<file path="config.mk">
export PLATFORM = sky130hd
export DESIGN_NAME = jpeg_coefficient_run_expander_top_flat
export DESIGN_NICKNAME = d
export VERILOG_FILES = /design/src/hdl/jcre_pkg.sv /design/src/hdl/jcre_in_if.sv /design/src/hdl/jcre_out_if.sv /design/src/hdl/jpeg_coefficient_run_expander_top.sv /design/src/hdl/jcre_front.sv /design/src/hdl/jcre_cmd_queue.sv /design/src/hdl/jcre_back.sv /design/src/flat_wrapper.sv
export SDC_FILE = /design/constraint.sdc
export NUM_CORES = 1
export LEC_CHECK = 0
export BUFFER_PORTS_ARGS = -buffer_cell sky130_fd_sc_hd__buf_2
export CELL_PAD_IN_SITES_DETAIL_PLACEMENT = 0
export CELL_PAD_IN_SITES_GLOBAL_PLACEMENT = 1
export CORE_UTILIZATION = 55
export DETAILED_ROUTE_END_ITERATION = 8
export PLACE_DENSITY = 0.89
export SYNTH_ARGS = -nofsm -noshare
export SYNTH_HDL_FRONTEND = slang
export SYNTH_SLANG_ARGS = --single-unit
</file>
<file path="constraint.sdc">
create_clock -name clk -period 5.86 [get_ports clk]
set_input_delay 1.172 -clock clk [delete_from_list [all_inputs] [get_ports clk]]
set_output_delay 1.172 -clock clk [all_outputs]
set_load 0.02 [all_outputs]
</file>
<file path="src/hdl/jcre_pkg.sv">
`timescale 1ns / 1ps
// Shared types, codes and the magnitude decode for the coefficient run expander.
// No dependencies; every other file in hdl/ imports this package.
package jcre_pkg;

    localparam int BLOCK_COEFS = 64;
    localparam int IDX_W       = $clog2(BLOCK_COEFS);
    localparam int VALUE_W     = 16;
    localparam int BITS_W      = 15;
    localparam int CMD_Q_DEPTH = 4;

    localparam logic [IDX_W-1:0] LAST_INDEX = IDX_W'(BLOCK_COEFS - 1);
    localparam logic [7:0]       SYM_EOB    = 8'h00;
    localparam logic [7:0]       SYM_ZRL    = 8'hF0;
    localparam logic [3:0]       RUN_ZRL    = 4'hF;
    localparam logic [IDX_W:0]   ZRL_LEN    = (IDX_W + 1)'(16);

    typedef enum logic
    {
        REQ_DC = 1'b0,
        REQ_AC = 1'b1
    } req_t;

    typedef enum logic [1:0]
    {
        ST_OK       = 2'd0,
        ST_INVALID  = 2'd1,
        ST_OVERFLOW = 2'd2
    } status_t;

    typedef struct packed
    {
        logic [IDX_W-1:0]   start_idx;
        logic [IDX_W-1:0]   end_idx;
        logic [VALUE_W-1:0] value;
        logic               has_value;
        status_t            status;
    } cmd_t;

    function automatic logic [VALUE_W-1:0] decode_mag(input logic [3:0] size,
                                                      input logic [BITS_W-1:0] bits);
        logic [BITS_W-1:0] mask;
        logic [BITS_W-1:0] m;
        logic              top;
        mask = ~({BITS_W{1'b1}} << size);
        m    = bits & mask;
        top  = |(m & (mask ^ (mask >> 1)));
        if (top)
        begin
            return {1'b0, m};
        end
        return {1'b0, m} - {1'b0, mask};
    endfunction

endpackage

</file>
<file path="src/hdl/jcre_in_if.sv">
`timescale 1ns / 1ps
// Input channel: one decoded symbol and its raw magnitude bits per beat.
// Depends on jcre_pkg for field widths.
interface jcre_in_if
    import jcre_pkg::*;
();
    logic              valid;
    logic              ready;
    logic              req_type;
    logic [1:0]        component;
    logic [7:0]        symbol;
    logic [BITS_W-1:0] extra_bits;

    modport source (output valid, req_type, component, symbol, extra_bits, input ready);
    modport sink   (input valid, req_type, component, symbol, extra_bits, output ready);
endinterface

</file>
<file path="src/hdl/jcre_out_if.sv">
`timescale 1ns / 1ps
// Output channel: one coefficient per beat.
// Depends on jcre_pkg for field widths.
interface jcre_out_if
    import jcre_pkg::*;
();
    logic                      valid;
    logic                      ready;
    logic [IDX_W-1:0]          coef_index;
    logic signed [VALUE_W-1:0] coef_value;
    logic                      last;
    logic [1:0]                status;

    modport source (output valid, coef_index, coef_value, last, status, input ready);
    modport sink   (input valid, coef_index, coef_value, last, status, output ready);
endinterface

</file>
<file path="src/hdl/jpeg_coefficient_run_expander_top.sv">
`timescale 1ns / 1ps
// Top level of the JPEG coefficient run expander.
// Depends on jcre_pkg, jcre_in_if, jcre_out_if, jcre_front, jcre_cmd_queue, jcre_back.
//
// Usage:
//   in_ch takes one Huffman-decoded symbol per beat (DC category or AC run/size
//   with its raw magnitude bits). out_ch gives one coefficient per beat in zigzag
//   order, with last on index 63 and a status code for invalid or overflowing runs.
//   The front end accepts one item per cycle while the command queue (4 entries)
//   has room; an AC item seen while a DC is expected is taken and dropped.
//   The back end emits one coefficient per cycle while the receiver is ready:
//   an AC value item yields run + 1 output beats, a DC 1, a ZRL 16, and an EOB or
//   an error pad up to 63. With an idle queue an input beat passes the queue and
//   the back end's command register before it goes valid. Output beats come from a
//   register; when the receiver stalls, the beat holds, the expansion holds,
//   and input keeps flowing until the queue fills. Reset clears block position,
//   all DC predictors, the queue and the output valid; the block accepts input
//   in the first cycle after reset.
module jpeg_coefficient_run_expander_top
    import jcre_pkg::*;
#(
    parameter int NUM_COMPONENTS = 3
)
(
    input  logic        clk,
    input  logic        rst_n,
    jcre_in_if.sink     in_ch,
    jcre_out_if.source  out_ch
);

    logic push_valid;
    logic push_ready;
    cmd_t push_cmd;
    logic pop_valid;
    logic pop_ready;
    cmd_t pop_cmd;

    jcre_front #(
        .NUM_COMPONENTS (NUM_COMPONENTS)
    ) u_front (
        .clk        (clk),
        .rst_n      (rst_n),
        .in_ch      (in_ch),
        .push_valid (push_valid),
        .push_ready (push_ready),
        .push_cmd   (push_cmd)
    );

    jcre_cmd_queue u_queue (
        .clk        (clk),
        .rst_n      (rst_n),
        .push_valid (push_valid),
        .push_ready (push_ready),
        .push_cmd   (push_cmd),
        .pop_valid  (pop_valid),
        .pop_ready  (pop_ready),
        .pop_cmd    (pop_cmd)
    );

    jcre_back u_back (
        .clk       (clk),
        .rst_n     (rst_n),
        .pop_valid (pop_valid),
        .pop_ready (pop_ready),
        .pop_cmd   (pop_cmd),
        .out_ch    (out_ch)
    );

endmodule

</file>
<file path="src/hdl/jcre_front.sv">
`timescale 1ns / 1ps
// Front end: accepts symbols, tracks block position and DC predictors, and turns
// each item into at most one expansion command. Depends on jcre_pkg, jcre_in_if.
module jcre_front
    import jcre_pkg::*;
#(
    parameter int NUM_COMPONENTS = 3
)
(
    input  logic       clk,
    input  logic       rst_n,
    jcre_in_if.sink    in_ch,
    output logic       push_valid,
    input  logic       push_ready,
    output cmd_t       push_cmd
);

    localparam int CW = (NUM_COMPONENTS > 1) ? $clog2(NUM_COMPONENTS) : 1;

    logic [IDX_W-1:0]   pos_reg;
    logic [IDX_W-1:0]   pos_next;
    logic [VALUE_W-1:0] pred_reg [NUM_COMPONENTS];
    logic [VALUE_W-1:0] pred;
    logic [VALUE_W-1:0] mag;
    logic [VALUE_W-1:0] dc_sum;
    logic [CW-1:0]      comp_idx;
    logic               comp_ok;
    logic [3:0]         run;
    logic [3:0]         size;
    logic [IDX_W:0]     zrl_sum;
    logic [IDX_W:0]     run_sum;
    logic               emits;
    logic               accept;

    assign run      = in_ch.symbol[7:4];
    assign size     = in_ch.symbol[3:0];
    assign comp_ok  = {1'b0, in_ch.component} < 3'(NUM_COMPONENTS);
    assign comp_idx = CW'(in_ch.component);
    assign pred     = comp_ok ? pred_reg[comp_idx] : '0;
    assign mag      = decode_mag(size, in_ch.extra_bits);
    assign dc_sum   = mag + pred;
    assign zrl_sum  = {1'b0, pos_reg} + ZRL_LEN;
    assign run_sum  = {1'b0, pos_reg} + (IDX_W + 1)'(run);

    assign emits      = (in_ch.req_type == REQ_DC) || (pos_reg != '0);
    assign in_ch.ready = push_ready;
    assign push_valid = in_ch.valid && emits;
    assign accept     = in_ch.valid && in_ch.ready;

    always_comb
    begin
        push_cmd.start_idx = pos_reg;
        push_cmd.end_idx   = LAST_INDEX;
        push_cmd.value     = '0;
        push_cmd.has_value = 1'b0;
        push_cmd.status    = ST_OK;
        pos_next           = '0;
        if (in_ch.req_type == REQ_DC)
        begin
            push_cmd.start_idx = '0;
            push_cmd.end_idx   = '0;
            push_cmd.value     = dc_sum;
            push_cmd.has_value = 1'b1;
            pos_next           = IDX_W'(1);
        end
        else if (pos_reg == '0)
        begin
            pos_next = '0;
        end
        else if (in_ch.symbol == SYM_EOB)
        begin
            pos_next = '0;
        end
        else if (size == '0 && run != RUN_ZRL)
        begin
            push_cmd.status = ST_INVALID;
        end
        else if (in_ch.symbol == SYM_ZRL)
        begin
            if (zrl_sum > (IDX_W + 1)'(BLOCK_COEFS))
            begin
                push_cmd.status = ST_OVERFLOW;
            end
            else
            begin
                push_cmd.end_idx = IDX_W'(zrl_sum - 1'b1);
                pos_next         = IDX_W'(zrl_sum);
            end
        end
        else if (run_sum > (IDX_W + 1)'(LAST_INDEX))
        begin
            push_cmd.status = ST_OVERFLOW;
        end
        else
        begin
            push_cmd.end_idx   = IDX_W'(run_sum);
            push_cmd.value     = mag;
            push_cmd.has_value = 1'b1;
            pos_next           = IDX_W'(run_sum + 1'b1);
        end
    end

    always_ff @(posedge clk or negedge rst_n)
    begin
        if (!rst_n)
        begin
            pos_reg <= '0;
            for (int c = 0; c < NUM_COMPONENTS; c++)
            begin
                pred_reg[c] <= '0;
            end
        end
        else if (accept)
        begin
            pos_reg <= pos_next;
            if (in_ch.req_type == REQ_DC && comp_ok)
            begin
                pred_reg[comp_idx] <= dc_sum;
            end
        end
    end

endmodule

</file>
<file path="src/hdl/jcre_cmd_queue.sv">
`timescale 1ns / 1ps
// Short command queue between front and back ends.
// Depends on jcre_pkg for cmd_t and the depth.
module jcre_cmd_queue
    import jcre_pkg::*;
(
    input  logic clk,
    input  logic rst_n,
    input  logic push_valid,
    output logic push_ready,
    input  cmd_t push_cmd,
    output logic pop_valid,
    input  logic pop_ready,
    output cmd_t pop_cmd
);

    localparam int PW = $clog2(CMD_Q_DEPTH);
    localparam int NW = $clog2(CMD_Q_DEPTH + 1);

    cmd_t          mem [CMD_Q_DEPTH];
    logic [PW-1:0] wr_ptr_reg;
    logic [PW-1:0] rd_ptr_reg;
    logic [NW-1:0] count_reg;
    logic          do_push;
    logic          do_pop;

    assign push_ready = count_reg != NW'(CMD_Q_DEPTH);
    assign pop_valid  = count_reg != '0;
    assign pop_cmd    = mem[rd_ptr_reg];
    assign do_push    = push_valid && push_ready;
    assign do_pop     = pop_valid && pop_ready;

    always_ff @(posedge clk)
    begin
        if (do_push)
        begin
            mem[wr_ptr_reg] <= push_cmd;
        end
    end

    always_ff @(posedge clk or negedge rst_n)
    begin
        if (!rst_n)
        begin
            wr_ptr_reg <= '0;
            rd_ptr_reg <= '0;
            count_reg  <= '0;
        end
        else
        begin
            if (do_push)
            begin
                wr_ptr_reg <= wr_ptr_reg + 1'b1;
            end
            if (do_pop)
            begin
                rd_ptr_reg <= rd_ptr_reg + 1'b1;
            end
            if (do_push && !do_pop)
            begin
                count_reg <= count_reg + 1'b1;
            end
            else if (do_pop && !do_push)
            begin
                count_reg <= count_reg - 1'b1;
            end
        end
    end

endmodule

</file>
<file path="src/hdl/jcre_back.sv">
`timescale 1ns / 1ps
// Back end: expands one command into zero beats and an optional value beat, one
// coefficient per cycle unless out_ch stalls, into the output register. Depends on jcre_pkg, jcre_out_if.
module jcre_back
    import jcre_pkg::*;
(
    input  logic        clk,
    input  logic        rst_n,
    input  logic        pop_valid,
    output logic        pop_ready,
    input  cmd_t        pop_cmd,
    jcre_out_if.source  out_ch
);

    cmd_t                      cur_reg;
    logic [IDX_W-1:0]          idx_reg;
    logic                      active_reg;
    logic                      out_valid_reg;
    logic [IDX_W-1:0]          out_index_reg;
    logic signed [VALUE_W-1:0] out_value_reg;
    logic                      out_last_reg;
    logic [1:0]                out_status_reg;
    logic                      can_load;
    logic                      at_end;
    logic                      pop;

    assign can_load  = !out_valid_reg || out_ch.ready;
    assign at_end    = idx_reg == cur_reg.end_idx;
    assign pop_ready = !active_reg || (can_load && at_end);
    assign pop       = pop_valid && pop_ready;

    assign out_ch.valid      = out_valid_reg;
    assign out_ch.coef_index = out_index_reg;
    assign out_ch.coef_value = out_value_reg;
    assign out_ch.last       = out_last_reg;
    assign out_ch.status     = out_status_reg;

    always_ff @(posedge clk or negedge rst_n)
    begin
        if (!rst_n)
        begin
            active_reg    <= 1'b0;
            out_valid_reg <= 1'b0;
        end
        else
        begin
            if (can_load)
            begin
                out_valid_reg <= active_reg;
            end
            if (pop)
            begin
                active_reg <= 1'b1;
            end
            else if (active_reg && can_load && at_end)
            begin
                active_reg <= 1'b0;
            end
        end
    end

    always_ff @(posedge clk)
    begin
        if (can_load && active_reg)
        begin
            out_index_reg  <= idx_reg;
            out_value_reg  <= (cur_reg.has_value && at_end) ? cur_reg.value : '0;
            out_last_reg   <= idx_reg == LAST_INDEX;
            out_status_reg <= cur_reg.status;
        end
        if (pop)
        begin
            cur_reg <= pop_cmd;
            idx_reg <= pop_cmd.start_idx;
        end
        else if (active_reg && can_load && !at_end)
        begin
            idx_reg <= idx_reg + 1'b1;
        end
    end

endmodule
</file>
<file path="src/flat_wrapper.sv">
// flat-port wrapper written by rule: the top's interface ports become plain ports
module jpeg_coefficient_run_expander_top_flat import jcre_pkg::*;
#(
    parameter int NUM_COMPONENTS = 3
)
  (clk, rst_n, in_ch_valid, in_ch_req_type, in_ch_component, in_ch_symbol, in_ch_extra_bits, in_ch_ready, out_ch_valid, out_ch_coef_index, out_ch_coef_value, out_ch_last, out_ch_status, out_ch_ready);
  jcre_in_if in_ch_i ();
  jcre_out_if out_ch_i ();
  input  logic clk;
  input  logic rst_n;
  input wire logic [$bits(in_ch_i.valid)-1:0] in_ch_valid;
  input wire logic [$bits(in_ch_i.req_type)-1:0] in_ch_req_type;
  input wire logic [$bits(in_ch_i.component)-1:0] in_ch_component;
  input wire logic [$bits(in_ch_i.symbol)-1:0] in_ch_symbol;
  input wire logic [$bits(in_ch_i.extra_bits)-1:0] in_ch_extra_bits;
  output wire logic [$bits(in_ch_i.ready)-1:0] in_ch_ready;
  output wire logic [$bits(out_ch_i.valid)-1:0] out_ch_valid;
  output wire logic [$bits(out_ch_i.coef_index)-1:0] out_ch_coef_index;
  output wire logic [$bits(out_ch_i.coef_value)-1:0] out_ch_coef_value;
  output wire logic [$bits(out_ch_i.last)-1:0] out_ch_last;
  output wire logic [$bits(out_ch_i.status)-1:0] out_ch_status;
  input wire logic [$bits(out_ch_i.ready)-1:0] out_ch_ready;
  assign in_ch_i.valid = in_ch_valid;
  assign in_ch_i.req_type = in_ch_req_type;
  assign in_ch_i.component = in_ch_component;
  assign in_ch_i.symbol = in_ch_symbol;
  assign in_ch_i.extra_bits = in_ch_extra_bits;
  assign in_ch_ready = in_ch_i.ready;
  assign out_ch_valid = out_ch_i.valid;
  assign out_ch_coef_index = out_ch_i.coef_index;
  assign out_ch_coef_value = out_ch_i.coef_value;
  assign out_ch_last = out_ch_i.last;
  assign out_ch_status = out_ch_i.status;
  assign out_ch_i.ready = out_ch_ready;
  jpeg_coefficient_run_expander_top #(.NUM_COMPONENTS(NUM_COMPONENTS)) u_core (.clk(clk), .rst_n(rst_n), .in_ch(in_ch_i), .out_ch(out_ch_i));
endmodule
</file>
* After elaboration in Yosys (flattened, before gate mapping)
Memories as Yosys holds them, arrays and structs flattened. Cells that the tools add are included.
Word-level totals: output and inout port bits 27, memories kept 1, bits of input ports 30, latch bits 0, bits in writable memories 124, word-level logic and storage cells 118, flip-flop bits (word level) 119, ROM bits 0
Memory list:
- u_core.u_queue.mem | depth 4, width 31, read ports 1, clocked after Yosys merged registers in 0, write ports 1, line jcre_cmd_queue.sv:20 | cmd_t mem [CMD_Q_DEPTH];
Cells by class: bitwise gates (word level) 6, mux-type cells 39, divide/modulo/power cells 0, order comparisons 5, reduce and logical (&&, ||, !) cells 32, multiply operators 0, shifts and indexed selects 1, equality and inequality tests 5, add/sub/neg operators 11
Operator list (number):
- $mux W16 | 6
- $mux W6 | 12
- $mux W23 | 3
- $mux W25 | 2
- $bwmux W48 | 1
- $bmux W16 S2 | 1
- $demux W16 S2 | 1
- $and A15 B15 Y15 | 2
- $mux W17 | 1
- $add A16 B16 Y16 | 1
- $sub A15 B15 Y16 | 1
- $not A15 Y15 | 1
- $reduce_or A15 Y1 | 1
- $shl A15 B4 Y15 const A | 1
- $xor A15 B14 Y15 | 1
- $logic_and A1 B1 Y1 | 14
- $add A6 B1 Y6 const B | 2
- $mux W2 | 5
- $eq A8 B8 Y1 const B | 1
- $logic_not A8 Y1 | 1
- $add A6 B4 Y7 | 1
- $add A6 B5 Y7 const B | 1
- $gt A7 B6 Y1 const B | 1
- $gt A7 B7 Y1 const B | 1
- other kinds (23) | 37

* Longest topological paths before layout
Gate-level depths: netlist of run 1.
word-level depth 13, mapped depth 20, gate-level depth less buffers 18

* Modules after synthesis
A second synthesis of run 1 with hierarchy kept.
Second synthesis, totals: cell total of the unflattened synthesis 882, area total of the unflattened synthesis 11851.4 um2
Modules (own cells, without submodules):
- jcre_cmd_queue | seq. area each 3898.7 um2, area an instance 4926.0 um2, instances 1, cells an instance 197
- jcre_front | seq. area each 1351.3 um2, area an instance 4787.1 um2, instances 1, cells an instance 570
- jcre_back | seq. area each 1731.7 um2, area an instance 2138.3 um2, instances 1, cells an instance 115

* Least setup slack after synthesis of run 1
Ideal clock, no wire load.
path type input port to flip-flop, from input port in_ch_symbol[1], to memory u_core.u_queue.mem[0][17] (netlist name) (data pin), arrival time 4575 ps, stages 18, setup slack 1106 ps, buffers on the path 1, library setup time 179 ps, data required time 5681 ps, path through buf_6 > or3_4 > nor2_1 > or2_2 > ha_1 > o21ai_2 > a21o_1 > nor2_1 > nand3_1 > a21oi_1 > ha_1 > and3_1 > a31oi_1 > o21a_1 > a31oi_1 > or4b_1 > nand3_1 > o2bb2ai_1
RTL lines:
- start: declaration | line flat_wrapper.sv:14 | input wire logic [$bits(in_ch_i.symbol)-1:0] in_ch_symbol;
- end: declaration | line jcre_cmd_queue.sv:20

==> flow_summary.ini, run 1 <==
[worst_setup_path]
setup.worst_path.start_class = input port
critPathKind = input port to flip-flop
timing.critical_path.arrival_ps = 5280
cp_max_fo = 19
worstSetupEndpointType = flip-flop
crit_required_ps = 6160

[logic_synthesis]
synth.top_cell.area_share_pct = 46.17
warning_count_from_the_yosys_run = 0
synth-edff-count = 180
postSynthNetCount = 951
synthArstFlopShare_pct = 25.93
synth.area.top_cells = sky130_fd_sc_hd__edfxtp_1 (46%), sky130_fd_sc_hd__dfrtp_1 (13%), sky130_fd_sc_hd__mux4_2 (6.0%)
syn-cell-area_um2 = 11710
synth-seq-cells = 243
netlist_instances = 887
fraction_of_the_yosys_area_taken_by_sequential_cells_pct = 59.64
synth_top_cell_by_area = sky130_fd_sc_hd__edfxtp_1
number_of_unique_standard_cell_types_used_by_synthesis = 75
synth_flop_cell = sky130_fd_sc_hd__edfxtp_1
postSynthAreaPerCell_um2 = 13.20

[sta]
post-route-period-util_pct = 84.99
worstMarginPinSlew_ps = 1132
finalHoldViolations = 0
max_slew_margin_vs_limit_pct = 24.29
finalCriticalPeriod_ps = 4980
slew_violations = 0
grt_setup_unrepaired = no
post-route-worst-setup-slack_ps = 879.8
finalSetupViolations = 0
fmax_mhz = 200.8
timing.clock.skew_ps = 9.120
final.setup.tns_ps = 0

[finish]
layout.nets = 1010
postLayoutCellArea_um2 = 13030
post_layout_nonfiller_instances = 1239
max_reg_flops = 124
diodes = 0
synthToLayoutAreaGrowth_pct = 11.27
final_layout_size_suffix_gt1_share_pct = 18.88

[floorplan]
io-pin-count = 57
dieArea_um2 = 21870
chipHeight_um = 147.9
chipWidth_um = 147.9
core_um2 = 20960
fp-row-count = 53
initial_core_util_pct = 55.86

[grt]
grt_pass1_vias = 7125
groute.usage.overall_pct = 22.71
first_pass_grt_wire_length_mm = 38.24
grt_max_degree = 51
antenna_found_initial = 0
sum_of_overflow_across_all_layers_after_global_routing = 0

[clock_tree]
worst_skew_pair.late_latency_ps = 520
cts_hold_buf = 0
clk_root_buffer_cell = sky130_fd_sc_hd__clkbuf_16
numCtsBuffers = 24
cts-htree-levels = 1
cts.clk_slew.worst_paths_ps = 60
cts_tree = built
ctsResizeCount = 0
postCtsSetupBuffers = 0
cts_sinks = 243
cts.path.max_buffers = 3

[detailed_routing]
finalWirelength_mm = 23.93
routedWlPerCell_um = 19.31
detail_route.drc_violations = 0
pre_antenna_drt_iters = 5
post_drt_via_cell_ratio = 5.822
drt_first_iter_violations = 453
routed-via-count = 7214
final_antenna_net_count = 0

[placed_design]
placement.io_buffers = 56
dpl-instance-area_um2 = 12260
placedCellCount = 1195
pre_cts_ws_ps = 382.8
gp_congestion = 0.9178
detailed_place_hpwl_mm = 16.12

[pwr]
worst_ir_drop_vdd_v = 0.0002897
cellPowerDensity_nw_per_um2 = 460.8
leakage_nw = 5.041

[hold_path]
holdCritPathClass = flip-flop to flip-flop

[run_status]
run_status = finished clean

[run]
maxCapViolCount = 0
cell usage in the layout (no fill, tap or decap), drive strengths merged, types with 7 or more instances in the layout:
cell     instances
xor2            18
nor2            41
a31oi            9
mux4            31
o21ai           65
nand2b          10
edfxtp         180
buf             70
clkbuf          29
xnor2           26
and3            21
inv             23
nand2          120
a21oi           31
dfrtp           63
o2bb2ai          7
a22o            11
ha              31
mux2            19
nand3            9
a21o             8
mux2i           28
and2            12
clkinv          12
nor3            12
cell usage after synthesis, types with 4 or more instances:
cell / count
sky130_fd_sc_hd__a21o_1: 8
sky130_fd_sc_hd__xor2_1: 18
sky130_fd_sc_hd__nor2_1: 40
sky130_fd_sc_hd__o22ai_1: 5
sky130_fd_sc_hd__clkbuf_1: 20
sky130_fd_sc_hd__dfrtp_1: 63
sky130_fd_sc_hd__edfxtp_1: 180
sky130_fd_sc_hd__a31oi_1: 8
sky130_fd_sc_hd__buf_4: 4
sky130_fd_sc_hd__inv_1: 22
sky130_fd_sc_hd__nor3_1: 10
sky130_fd_sc_hd__nand3b_1: 4
sky130_fd_sc_hd__mux2_2: 19
sky130_fd_sc_hd__nand3_1: 9
sky130_fd_sc_hd__a21oi_1: 29
sky130_fd_sc_hd__o21a_1: 5
sky130_fd_sc_hd__o21ai_0: 58
sky130_fd_sc_hd__nor2b_1: 5
sky130_fd_sc_hd__nand2b_1: 10
sky130_fd_sc_hd__o2bb2ai_1: 6
sky130_fd_sc_hd__mux2i_1: 28
sky130_fd_sc_hd__o21ai_1: 4
sky130_fd_sc_hd__or2_2: 4
sky130_fd_sc_hd__mux4_2: 31
sky130_fd_sc_hd__a22o_1: 11
sky130_fd_sc_hd__nand2_1: 120
sky130_fd_sc_hd__buf_2: 5
sky130_fd_sc_hd__and3_1: 21
sky130_fd_sc_hd__o31ai_1: 4
sky130_fd_sc_hd__ha_1: 31
sky130_fd_sc_hd__xnor2_1: 26
sky130_fd_sc_hd__and2_1: 11
sky130_fd_sc_hd__buf_1: 5
path summary, 6_finish.rpt:
| kind | from | end | slack, ps | cells past startpoint |
|---|---|---|---|---|
| max | in_ch_symbol[1] | u_core.u_queue.mem[3][17] | 880 | 17 |
| min | u_core.u_back.cur_reg[1] | u_core.u_back.out_ch.status[1] | 420 | 0 |
| max reg2reg | u_core.u_front.pos_reg[0] | u_core.u_queue.mem[0][19] | 2430 | 10 |
| min reg2reg | u_core.u_back.cur_reg[1] | u_core.u_back.out_ch.status[1] | 420 | 0 |
| max in group asynchronous | rst_n | u_core.u_front.pred_reg[24] | 4260 | 2 |
| min in group asynchronous | rst_n | u_core.u_queue.count_reg[0] | 580 | 1 |
cells by family after synthesis:
| family | count (synthesis) | share of synthesized area, % |
|---|---|---|
| AOI/OAI and AO/OA | 175 | 10.35 |
| buffers and inverters | 59 | 2.266 |
| adders and majority gates | 34 | 3.826 |
| and+or+nand+nor | 254 | 10.44 |
| muxes | 78 | 10.19 |
| xor gates and xnor gates | 44 | 3.292 |
| DFF | 243 | 59.64 |
report_power, final:
part / switching, W / internal [W] / leakage [nW]
combinational: 0.00105 / 0.000765 / 2.21
sequential: 0.000250 / 0.00245 / 2.45
clock: 0.000630 / 0.000857 / 0.377
total: 0.00193 / 0.00407 / 5.04
area by class of cell:
class	count	area, um^2
clock buffer	29	629.4
clock inverter	15	136.4
tap	275	344.1
fill	1621	7930
sequential	243	6983
inverter	22	82.58
multi-input combinational	585	4464
timing repair buffer	70	385.4
per-layer routing:
metal  vias to the layer above  routed length [um]  track usage [%]
li1                       3432                   -                -
met1                      3533               10410            31.03
met5                         -                   0                0
met2                       209               11730            38.21
met3                        40                1239            3.333
met4                         0                 545            6.134
critical path: stages:
cell                        delay, ps
sky130_fd_sc_hd__buf_2            290
sky130_fd_sc_hd__nor2_1           180
sky130_fd_sc_hd__o2bb2ai_1        200
sky130_fd_sc_hd__a2111oi_4        410
sky130_fd_sc_hd__o21a_1           450
sky130_fd_sc_hd__nand2_1          120
sky130_fd_sc_hd__xor2_1           160
sky130_fd_sc_hd__o22ai_1          250
sky130_fd_sc_hd__ha_1             330
sky130_fd_sc_hd__nor2b_1          150
sky130_fd_sc_hd__o21ai_1          140
sky130_fd_sc_hd__a21boi_0         130
sky130_fd_sc_hd__o2111ai_1        240
sky130_fd_sc_hd__a31oi_1          190
sky130_fd_sc_hd__or4b_1           490
sky130_fd_sc_hd__nand3_1          160
sky130_fd_sc_hd__o2bb2ai_1        220
stage by stage:
stage	power, W	hold WS (ps)	util, %
3_3_place_gp	0.004467	403.2	58.50
4_1_cts	0.006035	424.4	62.16
5_1_grt	0.006338	425.3	62.16
2_1_floorplan	0.004021	400.3	-
3_5_place_dp	0.004535	409.8	58.50
6_report	0.006002	423.8	62.16
(Power assumes the default switching activity.)
==> inputs of run 2 (changes only) <==
--- a/config.mk
+++ b/config.mk
@@ -8,9 +8,9 @@
 export BUFFER_PORTS_ARGS = -buffer_cell sky130_fd_sc_hd__buf_2
 export CELL_PAD_IN_SITES_DETAIL_PLACEMENT = 0
 export CELL_PAD_IN_SITES_GLOBAL_PLACEMENT = 1
-export CORE_UTILIZATION = 55
+export CORE_UTILIZATION = 51
 export DETAILED_ROUTE_END_ITERATION = 8
-export PLACE_DENSITY = 0.89
+export PLACE_DENSITY = 0.84
 export SYNTH_ARGS = -nofsm -noshare
 export SYNTH_HDL_FRONTEND = slang
 export SYNTH_SLANG_ARGS = --single-unit
==> constraint.sdc (replaced) <==
create_clock -name clk -period 4.6 [get_ports clk]
set_input_delay 0.92 -clock clk [delete_from_list [all_inputs] [get_ports clk]]
set_output_delay 0.92 -clock clk [all_outputs]
set_load 0.02 [all_outputs]
==> run 2 against run 1 <==
Register-to-register slack got worse by 1200 ps. Sequential power rose by 27%. Critical path type unchanged. Largest power group unchanged. Clock skew increased by 4.2 ps. Largest cell class unchanged.
==> flow_summary.ini, run 2 (synthesized netlist as in run 1, its figures left out) <==
[sta]
post-route-worst-setup-slack_ps = 366.0
fmax_mhz = 236.2
worstMarginPinSlew_ps = 1111
post-route-period-util_pct = 92.04
grt_setup_unrepaired = no
finalHoldViolations = 0
finalSetupViolations = 0
slew_violations = 0
finalCriticalPeriod_ps = 4234
max_slew_margin_vs_limit_pct = 25.71
hold_ws_ps = 417.0
timing.clock.skew_ps = 13.31

[placed_design]
placement.io_buffers = 56
dpl-instance-area_um2 = 12670
gp_congestion = 0.9104
pre_cts_ws_ps = -69.86
detailed_place_hpwl_mm = 16.70

[finish]
max_reg_flops = 124
layout.cells.most_common = sky130_fd_sc_hd__edfxtp_1
layout.nets = 1062
diodes = 0
synthToLayoutAreaGrowth_pct = 15.02
layout_common_cells = sky130_fd_sc_hd__edfxtp_1 (180), sky130_fd_sc_hd__nand2_1 (120), sky130_fd_sc_hd__buf_4 (64)
postLayoutCellArea_um2 = 13460
final_layout_size_suffix_gt1_share_pct = 23.03
n_fill_cell = 1807

[run_status]
run_status = finished clean

[grt]
antenna_found_initial = 0
sum_of_overflow_across_all_layers_after_global_routing = 0
groute.usage.overall_pct = 20.93
first_pass_grt_wire_length_mm = 38.65
grt_max_degree = 36
grt_pass1_vias = 7173

[clock_tree]
cts_sinks = 243
cts_hold_buf = 0
cts-htree-levels = 1
cts.clk_slew.worst_paths_ps = 60
numCtsBuffers = 25
cts_tree = built
postCtsSetupBuffers = 0
cts.path.max_buffers = 3
ctsResizeCount = 0
clk_root_buffer_cell = sky130_fd_sc_hd__clkbuf_16
worst_skew_pair.late_latency_ps = 510

[floorplan]
io-pin-count = 57
chipWidth_um = 153.5
core_um2 = 22570
chipHeight_um = 153.5
dieArea_um2 = 23560
fp-row-count = 55
initial_core_util_pct = 51.86

[detailed_routing]
routed-via-count = 7451
detail_route.drc_violations = 0
pre_antenna_drt_iters = 4
drt_first_iter_violations = 424
routedWlPerCell_um = 18.43
final_antenna_net_count = 0
post_drt_via_cell_ratio = 5.727
finalWirelength_mm = 23.98

[worst_setup_path]
slack_of_the_worst_reg_to_reg_path_ps = 1220
timing.critical_path.arrival_ps = 4550
crit_required_ps = 4910
rr_worst_depth = 10
setup.worst_path.start_class = input port
timing.rr.start = u_core.u_front.pos_reg[0]
critPathMostFrequentCell = sky130_fd_sc_hd__o2bb2ai_1
crit_path_max_incr_delay_ps = 470
critPathKind = input port to flip-flop
worstSetupEndpointType = flip-flop
cp_max_fo = 6
path_cells = buf_2 -> mux2i_1 -> o2bb2ai_1 -> a2111oi_4 -> o21a_1 -> nand2_1 -> xor2_1 -> o22ai_1 -> ha_1 -> nor2b_1 -> o21ai_1 -> a21boi_0 -> o2111ai_1 -> a31oi_1 -> or4b_1 -> nand3_1 -> o2bb2ai_1
timing.rr.end = u_core.u_queue.mem[0][20]
cp_slowest_cell = sky130_fd_sc_hd__or4b_1

[pwr]
total_power_w = 0.007842
cell_internal_pwr_w = 0.005378
power.sequential.fraction_pct = 43.9
p_clk_share_pct = 24.6
leakage_nw = 5.291
psw_w = 0.002464
worst_ir_drop_vdd_v = 0.0003473
switching_share_pct = 31.42
combPwrFrac_pct = 31.5
cellPowerDensity_nw_per_um2 = 582.4

[hold_path]
whs_endpoint = u_core.u_back.out_ch.status[1]
holdCritPathClass = flip-flop to flip-flop
hold_path_startpoint = u_core.u_back.cur_reg[1]
min_delay_path_depth = 0

[run]
maxCapViolCount = 0
run 2: cell types whose count changed in the layout (fill, tap and decap cells not counted), sizes merged:
cell      delta
buf         +51
clkbuf       +6
clkinv       -6
clkinvlp     +2
inv          -1
run 2: metrics by stage:
stage          utilization (%)  TNS, ps  instances
3_5_place_dp             56.13   -510.9       1256
5_1_grt                  59.65        0       1301
4_1_cts                  59.65        0       1301
2_1_floorplan                -        0        887
3_3_place_gp             56.13        0       1256
6_report                 59.65        0       1301
run 2: critical path, delay by kind of cell:
family	cells	cell delay (ps)
AO/OA/AOI/OAI	9	1950
XOR/XNOR	1	150
adder cells (fa/ha/maj)	1	310
buffers and inverters	1	130
multiplexers	1	200
AND/OR/NAND/NOR	4	890
run 2: cell type report:
class                   count  area (um^2)  area share, %
inverters                  22        82.58         0.6133
repair buffers            121        780.7          5.799
flip-flops and latches    243         6984          51.87
clock buffers              35        683.2          5.074
well taps                 285        356.6          2.648
clock inverters            10        112.6         0.8364
multi-input cells         585         4464          33.16
run 2: power by group through the flow:
stage          Combinational (W)  Clock (W)  Sequential, W
2_1_floorplan            0.00177          0        0.00336
3_3_place_gp             0.00241          0        0.00345
3_5_place_dp             0.00246          0        0.00348
4_1_cts                  0.00248    0.00197        0.00345
5_1_grt                  0.00273    0.00205        0.00351
6_report                 0.00247    0.00193        0.00344
run 2: worst max-delay path by stage:
stage	startpoint	to	cells after the start
floorplan	in_ch_symbol[1]	u_core.u_queue.mem[0][17]	18
global placement	in_ch_symbol[0]	u_core.u_queue.mem[0][15]	18
detailed placement	in_ch_symbol[0]	u_core.u_queue.mem[3][17]	17
CTS	in_ch_symbol[0]	u_core.u_queue.mem[1][17]	17
global route	in_ch_symbol[0]	u_core.u_queue.mem[1][11]	18
finish	in_ch_symbol[0]	u_core.u_queue.mem[1][17]	17
run 2: routing by layer:
layer	vias to the layer above	part of all wire (%)	track usage [%]
met5	-	0	0
li1	3553	-	-
met3	35	4.7	2.537
met4	0	2.1	5.381
met1	3660	45	28.52
met2	203	49	35.76
